$ cat src/sv/qrrp_pkg.sv
`timescale 1ns / 1ps

package qrrp_pkg;

  localparam int unsigned POS_W = 17;
  localparam int unsigned LEN_W = 16;

  localparam logic [POS_W-1:0] HEADER_BYTES    = 17'd7;
  localparam logic [POS_W-1:0] POS_MAX         = 17'h1FFFF;
  localparam logic [POS_W:0]   ENTRY_HDR_BYTES = 18'd3;
  localparam logic [7:0]       RESULT_TYPE     = 8'h02;
  localparam logic [LEN_W-1:0] RESULT_MIN_LEN  = 16'd4;

  localparam logic [POS_W-1:0] POS_ID_LO  = 17'd3;
  localparam logic [POS_W-1:0] POS_ID_HI  = 17'd4;
  localparam logic [POS_W-1:0] POS_LEN_LO = 17'd5;
  localparam logic [POS_W-1:0] POS_LEN_HI = 17'd6;

  localparam logic [1:0] STATUS_OK     = 2'd0;
  localparam logic [1:0] STATUS_PROTO  = 2'd1;
  localparam logic [1:0] STATUS_ABSENT = 2'd2;

  typedef struct packed {
    logic [7:0] data_byte;
    logic       last_byte;
  } in_item_t;

  typedef struct packed {
    logic [1:0]  status;
    logic [15:0] message_id;
    logic [15:0] result_code;
    logic [15:0] error_code;
  } result_t;

  typedef struct packed {
    logic item_vld;
    logic out_free;
  } core_ctl_t;

endpackage

$ cat src/sv/qrrp_in_if.sv
`timescale 1ns / 1ps

interface qrrp_in_if;
  logic       valid;
  logic       ready;
  logic [7:0] data_byte;
  logic       last_byte;

  modport source(output valid, output data_byte, output last_byte, input ready);
  modport sink(input valid, input data_byte, input last_byte, output ready);
endinterface

$ cat src/sv/qrrp_out_if.sv
`timescale 1ns / 1ps

interface qrrp_out_if;
  logic        valid;
  logic        ready;
  logic [1:0]  status;
  logic [15:0] message_id;
  logic [15:0] result_code;
  logic [15:0] error_code;

  modport source(output valid, output status, output message_id, output result_code,
                 output error_code, input ready);
  modport sink(input valid, input status, input message_id, input result_code,
               input error_code, output ready);
endinterface

$ cat src/sv/qrrp_in_stage.sv
`timescale 1ns / 1ps

module qrrp_in_stage (
  input  logic               clk,
  input  logic               rst_n,
  qrrp_in_if.sink            in_ch,
  input  logic               consume,
  output logic               item_vld,
  output qrrp_pkg::in_item_t item
);
  import qrrp_pkg::*;

  logic     vld_r;
  in_item_t item_r;
  logic     load;

  assign in_ch.ready = !vld_r || consume;
  assign load        = in_ch.valid && in_ch.ready;
  assign item_vld    = vld_r;
  assign item        = item_r;

  always_ff @(posedge clk) begin
    if (!rst_n) begin
      vld_r <= 1'b0;
    end else if (load) begin
      vld_r <= 1'b1;
    end else if (consume) begin
      vld_r <= 1'b0;
    end
  end

  always_ff @(posedge clk) begin
    if (load) begin
      item_r.data_byte <= in_ch.data_byte;
      item_r.last_byte <= in_ch.last_byte;
    end
  end

endmodule

$ cat src/sv/qrrp_parse.sv
`timescale 1ns / 1ps

module qrrp_parse (
  input  logic                clk,
  input  logic                rst_n,
  input  qrrp_pkg::core_ctl_t ctl,
  input  qrrp_pkg::in_item_t  item,
  output logic                consume,
  output logic                res_vld,
  output qrrp_pkg::result_t   res
);
  import qrrp_pkg::*;

  logic [POS_W-1:0] pos_r, pos_nxt;
  logic [15:0]      id_r, id_nxt;
  logic [LEN_W-1:0] area_r, area_nxt;
  logic [POS_W-1:0] noff_r, noff_nxt;
  logic [7:0]       etype_r, etype_nxt;
  logic [LEN_W-1:0] elen_r, elen_nxt;
  logic             stop_r, stop_nxt;
  logic             found_r, found_nxt;
  logic [15:0]      cres_r, cres_nxt;
  logic [15:0]      cerr_r, cerr_nxt;

  logic [7:0]       b;
  logic [POS_W:0]   p_x;
  logic [POS_W:0]   off_x;
  logic [POS_W:0]   area_end;
  logic [POS_W:0]   entry_end;
  logic [LEN_W-1:0] len_full;
  logic [POS_W:0]   msg_len;
  logic             proto;

  assign consume = ctl.item_vld && (!item.last_byte || ctl.out_free);
  assign res_vld = consume && item.last_byte;

  always_comb begin
    pos_nxt   = pos_r;
    id_nxt    = id_r;
    area_nxt  = area_r;
    noff_nxt  = noff_r;
    etype_nxt = etype_r;
    elen_nxt  = elen_r;
    stop_nxt  = stop_r;
    found_nxt = found_r;
    cres_nxt  = cres_r;
    cerr_nxt  = cerr_r;

    b         = item.data_byte;
    p_x       = {1'b0, pos_r};
    off_x     = {1'b0, noff_r};
    len_full  = {b, elen_r[7:0]};

    if (pos_r == POS_ID_LO) begin
      id_nxt = {8'h00, b};
    end else if (pos_r == POS_ID_HI) begin
      id_nxt = {b, id_r[7:0]};
    end else if (pos_r == POS_LEN_LO) begin
      area_nxt = {8'h00, b};
    end else if (pos_r == POS_LEN_HI) begin
      area_nxt = {b, area_r[7:0]};
    end

    area_end  = {1'b0, HEADER_BYTES} + {2'b00, area_nxt};
    entry_end = off_x + ENTRY_HDR_BYTES + {2'b00, len_full};

    if (pos_r >= HEADER_BYTES && !stop_r && !found_r && p_x < area_end) begin
      if (p_x == off_x) begin
        if (off_x + ENTRY_HDR_BYTES > area_end) begin
          stop_nxt = 1'b1;
        end else begin
          etype_nxt = b;
        end
      end else if (p_x == off_x + 18'd1) begin
        elen_nxt = {8'h00, b};
      end else if (p_x == off_x + 18'd2) begin
        elen_nxt = len_full;
        if (entry_end > area_end) begin
          stop_nxt = 1'b1;
        end else if (!(etype_r == RESULT_TYPE && len_full >= RESULT_MIN_LEN)) begin
          noff_nxt = entry_end[POS_W-1:0];
        end
      end else if (p_x == off_x + 18'd3) begin
        cres_nxt = {8'h00, b};
      end else if (p_x == off_x + 18'd4) begin
        cres_nxt = {b, cres_r[7:0]};
      end else if (p_x == off_x + 18'd5) begin
        cerr_nxt = {8'h00, b};
      end else if (p_x == off_x + 18'd6) begin
        cerr_nxt  = {b, cerr_r[7:0]};
        found_nxt = 1'b1;
      end
    end

    msg_len = p_x + 18'd1;
    proto   = (msg_len < {1'b0, HEADER_BYTES}) || (area_end > msg_len);

    res = '0;
    if (proto) begin
      res.status = STATUS_PROTO;
    end else if (found_nxt) begin
      res.status      = STATUS_OK;
      res.message_id  = id_nxt;
      res.result_code = cres_nxt;
      res.error_code  = cerr_nxt;
    end else begin
      res.status     = STATUS_ABSENT;
      res.message_id = id_nxt;
    end

    if (item.last_byte) begin
      pos_nxt   = '0;
      id_nxt    = '0;
      area_nxt  = '0;
      noff_nxt  = HEADER_BYTES;
      etype_nxt = '0;
      elen_nxt  = '0;
      stop_nxt  = 1'b0;
      found_nxt = 1'b0;
      cres_nxt  = '0;
      cerr_nxt  = '0;
    end else if (pos_r != POS_MAX) begin
      pos_nxt = pos_r + 17'd1;
    end
  end

  always_ff @(posedge clk) begin
    if (!rst_n) begin
      pos_r   <= '0;
      id_r    <= '0;
      area_r  <= '0;
      noff_r  <= HEADER_BYTES;
      etype_r <= '0;
      elen_r  <= '0;
      stop_r  <= 1'b0;
      found_r <= 1'b0;
      cres_r  <= '0;
      cerr_r  <= '0;
    end else if (consume) begin
      pos_r   <= pos_nxt;
      id_r    <= id_nxt;
      area_r  <= area_nxt;
      noff_r  <= noff_nxt;
      etype_r <= etype_nxt;
      elen_r  <= elen_nxt;
      stop_r  <= stop_nxt;
      found_r <= found_nxt;
      cres_r  <= cres_nxt;
      cerr_r  <= cerr_nxt;
    end
  end

  a_reset_after_last: assert property (@(posedge clk) disable iff (!rst_n)
    res_vld |=> (pos_r == '0) && (noff_r == HEADER_BYTES) && !found_r && !stop_r)
    else $error("parser state not cleared after last item");

  a_stop_found_excl: assert property (@(posedge clk) disable iff (!rst_n)
    !(stop_r && found_r))
    else $error("walk stopped and result found together");

  a_offset_floor: assert property (@(posedge clk) disable iff (!rst_n)
    noff_r >= HEADER_BYTES)
    else $error("entry offset below header");

  a_proto_zero_id: assert property (@(posedge clk) disable iff (!rst_n)
    (res_vld && res.status == STATUS_PROTO) |-> (res.message_id == '0))
    else $error("message id reported on protocol error");

endmodule

$ cat src/sv/qrrp_out_stage.sv
`timescale 1ns / 1ps

module qrrp_out_stage (
  input  logic              clk,
  input  logic              rst_n,
  input  logic              res_vld,
  input  qrrp_pkg::result_t res,
  output logic              out_free,
  qrrp_out_if.source        out_ch
);
  import qrrp_pkg::*;

  logic    vld_r;
  result_t res_r;

  assign out_free           = !vld_r || out_ch.ready;
  assign out_ch.valid       = vld_r;
  assign out_ch.status      = res_r.status;
  assign out_ch.message_id  = res_r.message_id;
  assign out_ch.result_code = res_r.result_code;
  assign out_ch.error_code  = res_r.error_code;

  always_ff @(posedge clk) begin
    if (!rst_n) begin
      vld_r <= 1'b0;
    end else if (res_vld) begin
      vld_r <= 1'b1;
    end else if (out_ch.ready) begin
      vld_r <= 1'b0;
    end
  end

  always_ff @(posedge clk) begin
    if (res_vld) begin
      res_r <= res;
    end
  end

endmodule

$ cat src/sv/qmi_response_result_parser.sv
`timescale 1ns / 1ps
// Path: the last byte of a message is held in the input register, then its status item is
// written to the result register, from which it leaves on out_ch.
// Throughput: one byte per cycle, set by the single pass from input register to result
// register; a last byte waits only while the result register is full and not being taken.
// Reset: synchronous, active low; clears the position, walk state and both valid flags.

module qmi_response_result_parser (
  input  logic       clk,
  input  logic       rst_n,
  qrrp_in_if.sink    in_ch,
  qrrp_out_if.source out_ch
);
  import qrrp_pkg::*;

  logic      item_vld;
  in_item_t  item;
  logic      consume;
  logic      res_vld;
  result_t   res;
  logic      out_free;
  core_ctl_t ctl;

  assign ctl.item_vld = item_vld;
  assign ctl.out_free = out_free;

  qrrp_in_stage u_in (
    .clk      (clk),
    .rst_n    (rst_n),
    .in_ch    (in_ch),
    .consume  (consume),
    .item_vld (item_vld),
    .item     (item)
  );

  qrrp_parse u_parse (
    .clk     (clk),
    .rst_n   (rst_n),
    .ctl     (ctl),
    .item    (item),
    .consume (consume),
    .res_vld (res_vld),
    .res     (res)
  );

  qrrp_out_stage u_out (
    .clk      (clk),
    .rst_n    (rst_n),
    .res_vld  (res_vld),
    .res      (res),
    .out_free (out_free),
    .out_ch   (out_ch)
  );

endmodule
$ cat src/flat_wrapper.sv
// flat-port wrapper written by rule: the top's interface ports become plain ports
module qmi_response_result_parser_flat import qrrp_pkg::*;
  (clk, rst_n, in_ch_valid, in_ch_data_byte, in_ch_last_byte, in_ch_ready, out_ch_valid, out_ch_status, out_ch_message_id, out_ch_result_code, out_ch_error_code, out_ch_ready);
  qrrp_in_if in_ch_i ();
  qrrp_out_if out_ch_i ();
  input  logic clk;
  input  logic rst_n;
  input wire logic [$bits(in_ch_i.valid)-1:0] in_ch_valid;
  input wire logic [$bits(in_ch_i.data_byte)-1:0] in_ch_data_byte;
  input wire logic [$bits(in_ch_i.last_byte)-1:0] in_ch_last_byte;
  output wire logic [$bits(in_ch_i.ready)-1:0] in_ch_ready;
  output wire logic [$bits(out_ch_i.valid)-1:0] out_ch_valid;
  output wire logic [$bits(out_ch_i.status)-1:0] out_ch_status;
  output wire logic [$bits(out_ch_i.message_id)-1:0] out_ch_message_id;
  output wire logic [$bits(out_ch_i.result_code)-1:0] out_ch_result_code;
  output wire logic [$bits(out_ch_i.error_code)-1:0] out_ch_error_code;
  input wire logic [$bits(out_ch_i.ready)-1:0] out_ch_ready;
  assign in_ch_i.valid = in_ch_valid;
  assign in_ch_i.data_byte = in_ch_data_byte;
  assign in_ch_i.last_byte = in_ch_last_byte;
  assign in_ch_ready = in_ch_i.ready;
  assign out_ch_valid = out_ch_i.valid;
  assign out_ch_status = out_ch_i.status;
  assign out_ch_message_id = out_ch_i.message_id;
  assign out_ch_result_code = out_ch_i.result_code;
  assign out_ch_error_code = out_ch_i.error_code;
  assign out_ch_i.ready = out_ch_ready;
  qmi_response_result_parser u_core (.clk(clk), .rst_n(rst_n), .in_ch(in_ch_i), .out_ch(out_ch_i));
endmodule
$ cat config.mk
export PLATFORM = sky130hd
export DESIGN_NAME = qmi_response_result_parser_flat
export DESIGN_NICKNAME = d
export VERILOG_FILES = /design/src/sv/qrrp_pkg.sv /design/src/sv/qrrp_in_if.sv /design/src/sv/qrrp_out_if.sv /design/src/sv/qrrp_in_stage.sv /design/src/sv/qrrp_parse.sv /design/src/sv/qrrp_out_stage.sv /design/src/sv/qmi_response_result_parser.sv /design/src/flat_wrapper.sv
export SDC_FILE = /design/constraint.sdc
export NUM_CORES = 1
export LEC_CHECK = 0
export BUFFER_PORTS_ARGS = -buffer_cell sky130_fd_sc_hd__buf_2
export CORE_UTILIZATION = 40
export DETAILED_ROUTE_END_ITERATION = 16
export SLEW_MARGIN = 0
export SYNTH_ARGS = -nofsm -noshare
export SYNTH_HDL_FRONTEND = slang
export SYNTH_SLANG_ARGS = --single-unit
$ cat constraint.sdc
create_clock -name clk -period 6.15 [get_ports clk]
set_input_delay 0.615 -clock clk [delete_from_list [all_inputs] [get_ports clk]]
set_output_delay 0.615 -clock clk [all_outputs]
set_load 0.03 [all_outputs]
==> results.json <==
{
  "outcome": "completed",
  "initial_core_util_pct": 40.9,
  "cts_sinks": 177,
  "r2r-end": "u_core.u_parse.noff_r[1]",
  "ios": 65,
  "track_usage_pct": 24.5,
  "synth_compound_area_share_pct": 18.9,
  "timing.final.crit_share_pct": 95.0,
  "synth_top_family_by_area": "simple AND/OR/NAND/NOR gates",
  "holdCritPathClass": "in -> reg",
  "grt_start_max_net_pins": 52,
  "yosysTopAreaCellShare_pct": 18.2,
  "drc": 0,
  "overflow": 0,
  "final_layout_size_suffix_gt1_share_pct": 12.0,
  "hold_buffers": 0,
  "endpoint_kind": "flip-flop",
  "antenna_found_initial": 0,
  "worst_pin_slew_ns": 1.11,
  "grt_pass1_vias": 11208,
  "coreArea_um2": 31700,
  "place.gp.congestion": 0.989,
  "cts_max_path_buffers": 2,
  "multi_input_area_um2": 8290,
  "die_h_um": 182,
  "drt-initial-drc-count": 1249,
  "crit_start": "u_core.u_parse.noff_r[2]",
  "drt_wl_total_um": 40400,
  "crit_end": "u_core.u_parse.noff_r[1]",
  "synth_area_um2": 13000,
  "cts_inserted_buffers": 17,
  "max_slew_margin_pct": 25.8,
  "hold_viol": 0,
  "cts_max_level": 4,
  "port_buffers": 64,
  "skew_ns": 0.0128,
  "cp.required_ns": 6.46,
  "ant_nets": 0,
  "arrival_ns": 6.15,
  "layout.nets": 1656,
  "clk_pin_slew_ns": 0.07,
  "syn_nets": 1605,
  "cp_max_fo": 17,
  "regToRegStartpoint": "u_core.u_parse.noff_r[2]",
  "synthXorXnorAreaFrac_pct": 8.01,
  "report.final.slew_viol_count": 0,
  "maxCapViolCount": 0,
  "path_class": "reg -> reg",
  "firstDrtPassIters": 6,
  "seq_area_um2": 4130,
  "synth_edf_count": 59,
  "worstHoldPathCells": 1,
  "hold_slack_ns": 0.355,
  "die_x_um": 182,
  "synth_cells": 1493,
  "power_density_nw_per_um2": 173,
  "grt_pass1_wl_um": 63300,
  "area_growth_syn_to_layout_pct": 11.7,
  "yosys_warnings": 0,
  "total_power_mw": 2.50,
  "layout_common_cells": "nor2_1 (131), nand2_1 (128), dfxtp_1 (118), ha_1 (97), xnor2_1 (70)",
  "synth_seq_cells": 177,
  "r2r_cells": 21,
  "fmax_mhz": 171,
  "r2r_slack_ns": 0.31,
  "synthFlopType": "dfxtp_1",
  "final_common_cell": "nor2_1",
  "p_leak_nw": 5.72,
  "ys_async_sr_fraction_pct": 0,
  "synthTopCellsByArea": "dfxtp_1 (18%), edfxtp_1 (14%), ha_1 (9.5%)",
  "cts_tree": "done",
  "cts_root_buf": "clkbuf_16",
  "antenna_cells": 0,
  "row_count": 65,
  "synthAdderAreaFrac_pct": 9.68,
  "final_core_util_pct": 45.7,
  "fillers": 3123,
  "cp-start-kind": "flip-flop",
  "clkLatencyLatePin_ns": 0.43,
  "vias": 11841,
  "vias_per_cell": 6.04,
  "routedWlPerCell_um": 20.6,
  "synth_top_cell_by_area": "dfxtp_1",
  "period_minus_slack_ns": 5.84,
  "syn_area_per_cell_um2": 8.69,
  "yosys.cell_types.count": 84,
  "yosysSeqAreaShare_pct": 31.9,
  "dp_hpwl_um": 30800,
  "peakVddDrop_mv": 0.217,
  "dieArea_um2": 33200,
  "synth_simple_gate_area_share_pct": 22.4,
  "synthMuxAreaShare_pct": 4.64,
  "setup_viol": 0
}
-- synthesized netlist by cell type, drive strengths merged (24+ instances only) --
cell and count:
edfxtp 59, inv 40, xnor2 73, a21oi 55, clkbuf 56, a22oi 51
xor2 40, mux2i 59, nor3 41, and3 24, o21ai 50, nand3 52
dfxtp 118, ha 98, buf 40, nor2 133, nor2b 52, nand4 34
a21o 27, a32o 26, nand2 128
-- worst min-delay path by stage --
stage / start / slack, ns / to
after floorplan: u_core.u_parse.stop_r / 0.42 / u_core.u_parse.stop_r
after global placement: u_core.u_parse.cerr_r[12] / 0.45 / u_core.u_parse.cerr_r[12]
after detailed placement: u_core.u_parse.cerr_r[13] / 0.45 / u_core.u_parse.cerr_r[13]
after CTS: in_ch_data_byte[0] / 0.34 / u_core.u_in.item[1]
after global routing: in_ch_last_byte / 0.34 / u_core.u_in.item[0]
final: in_ch_data_byte[3] / 0.35 / u_core.u_in.item[4]
-- worst max-delay path: stages (launching register included) --
cell and delay, ns:
dfxtp_1 0.37, buf_4 0.20, ha_1 0.18, a21oi_1 0.31
buf_4 0.25, xnor2_1 0.15, ha_1 0.36, o21ai_0 0.13
a21boi_0 0.38, o21ai_0 0.19, a31oi_1 0.44, o21ai_0 0.18
o311a_1 0.42, ha_1 0.32, nand2_1 0.09, nor3_1 0.40
nand4_1 0.17, nor2_1 0.22, o22ai_1 0.17, or3_1 0.39
buf_4 0.24, mux2i_1 0.16
-- layer usage --
metal / global-route usage, % / vias up / part of all wire [%]
met2: 39.7 / 433 / 46
li1: - / 5593 / -
met3: 2.97 / 75 / 5.3
met5: 0 / - / 0
met4: 7.53 / 0 / 2.5
met1: 33.8 / 5740 / 46
-- cells by family (layout without fill, tap and decap cells) --
group,after synthesis,in the layout
AOI/OAI and AO/OA,346,346
xor gates and xnor gates,113,113
adders and majority gates,100,100
buffers and inverters,136,200
DFF,177,177
muxes,60,60
and+or+nand+nor,561,561
-- report_power, final --
part | switching, mW | total, mW | internal [mW]
sequential | 0.0139 | 1.23 | 1.22
clock | 0.489 | 1.14 | 0.646
combinational | 0.0982 | 0.135 | 0.0365
-- cell type report --
type,count,share of cell area (%)
clock buffers,18,2.96
clock inverters,14,1.29
inverters,40,1.04
multi-input cells,1180,57.2
flip-flops and latches,177,28.5
well taps,402,3.47
repair buffers,128,5.53
-- stage by stage --
| step | instance area (um2) | TNS (ns) | setup slack (ns) | instances |
|---|---|---|---|---|
| 2_1_floorplan | 13000 | 0 | 0.274 | 1493 |
| 3_3_place_gp | 13800 | 0 | 0.178 | 1926 |
| 3_5_place_dp | 13800 | 0 | 0.0687 | 1926 |
| 4_1_cts | 14400 | 0 | 0.0690 | 1958 |
| 5_1_grt | 14500 | -0.00170 | -0.00170 | 1959 |
| 6_report | 14500 | 0 | 0.310 | 1959 |
-- state kept, by name, indices dropped and copies added (netlist names) --
signal                           cells
u_core.u_parse.noff_r               17
u_core.u_parse.pos_r                17
u_core.u_out.out_ch.error_code      16
u_core.u_out.out_ch.message_id      16
u_core.u_out.out_ch.result_code     16
u_core.u_parse.area_r               16
u_core.u_parse.cerr_r               16
u_core.u_parse.cres_r               16
u_core.u_parse.id_r                 16
u_core.u_in.item                     9
u_core.u_parse.elen_r                8
u_core.u_parse.etype_r               8
u_core.u_out.out_ch.status           2
u_core.u_in.item_vld                 1
u_core.u_out.out_ch.valid            1
u_core.u_parse.found_r               1
u_core.u_parse.stop_r                1
-- repair_timing --
action | CTS | global route
gates resized for setup | 0 | 6
endpoints found under the setup margin | 0 | 50
setup buffers | 0 | 1
(Power assumes the default switching activity.)
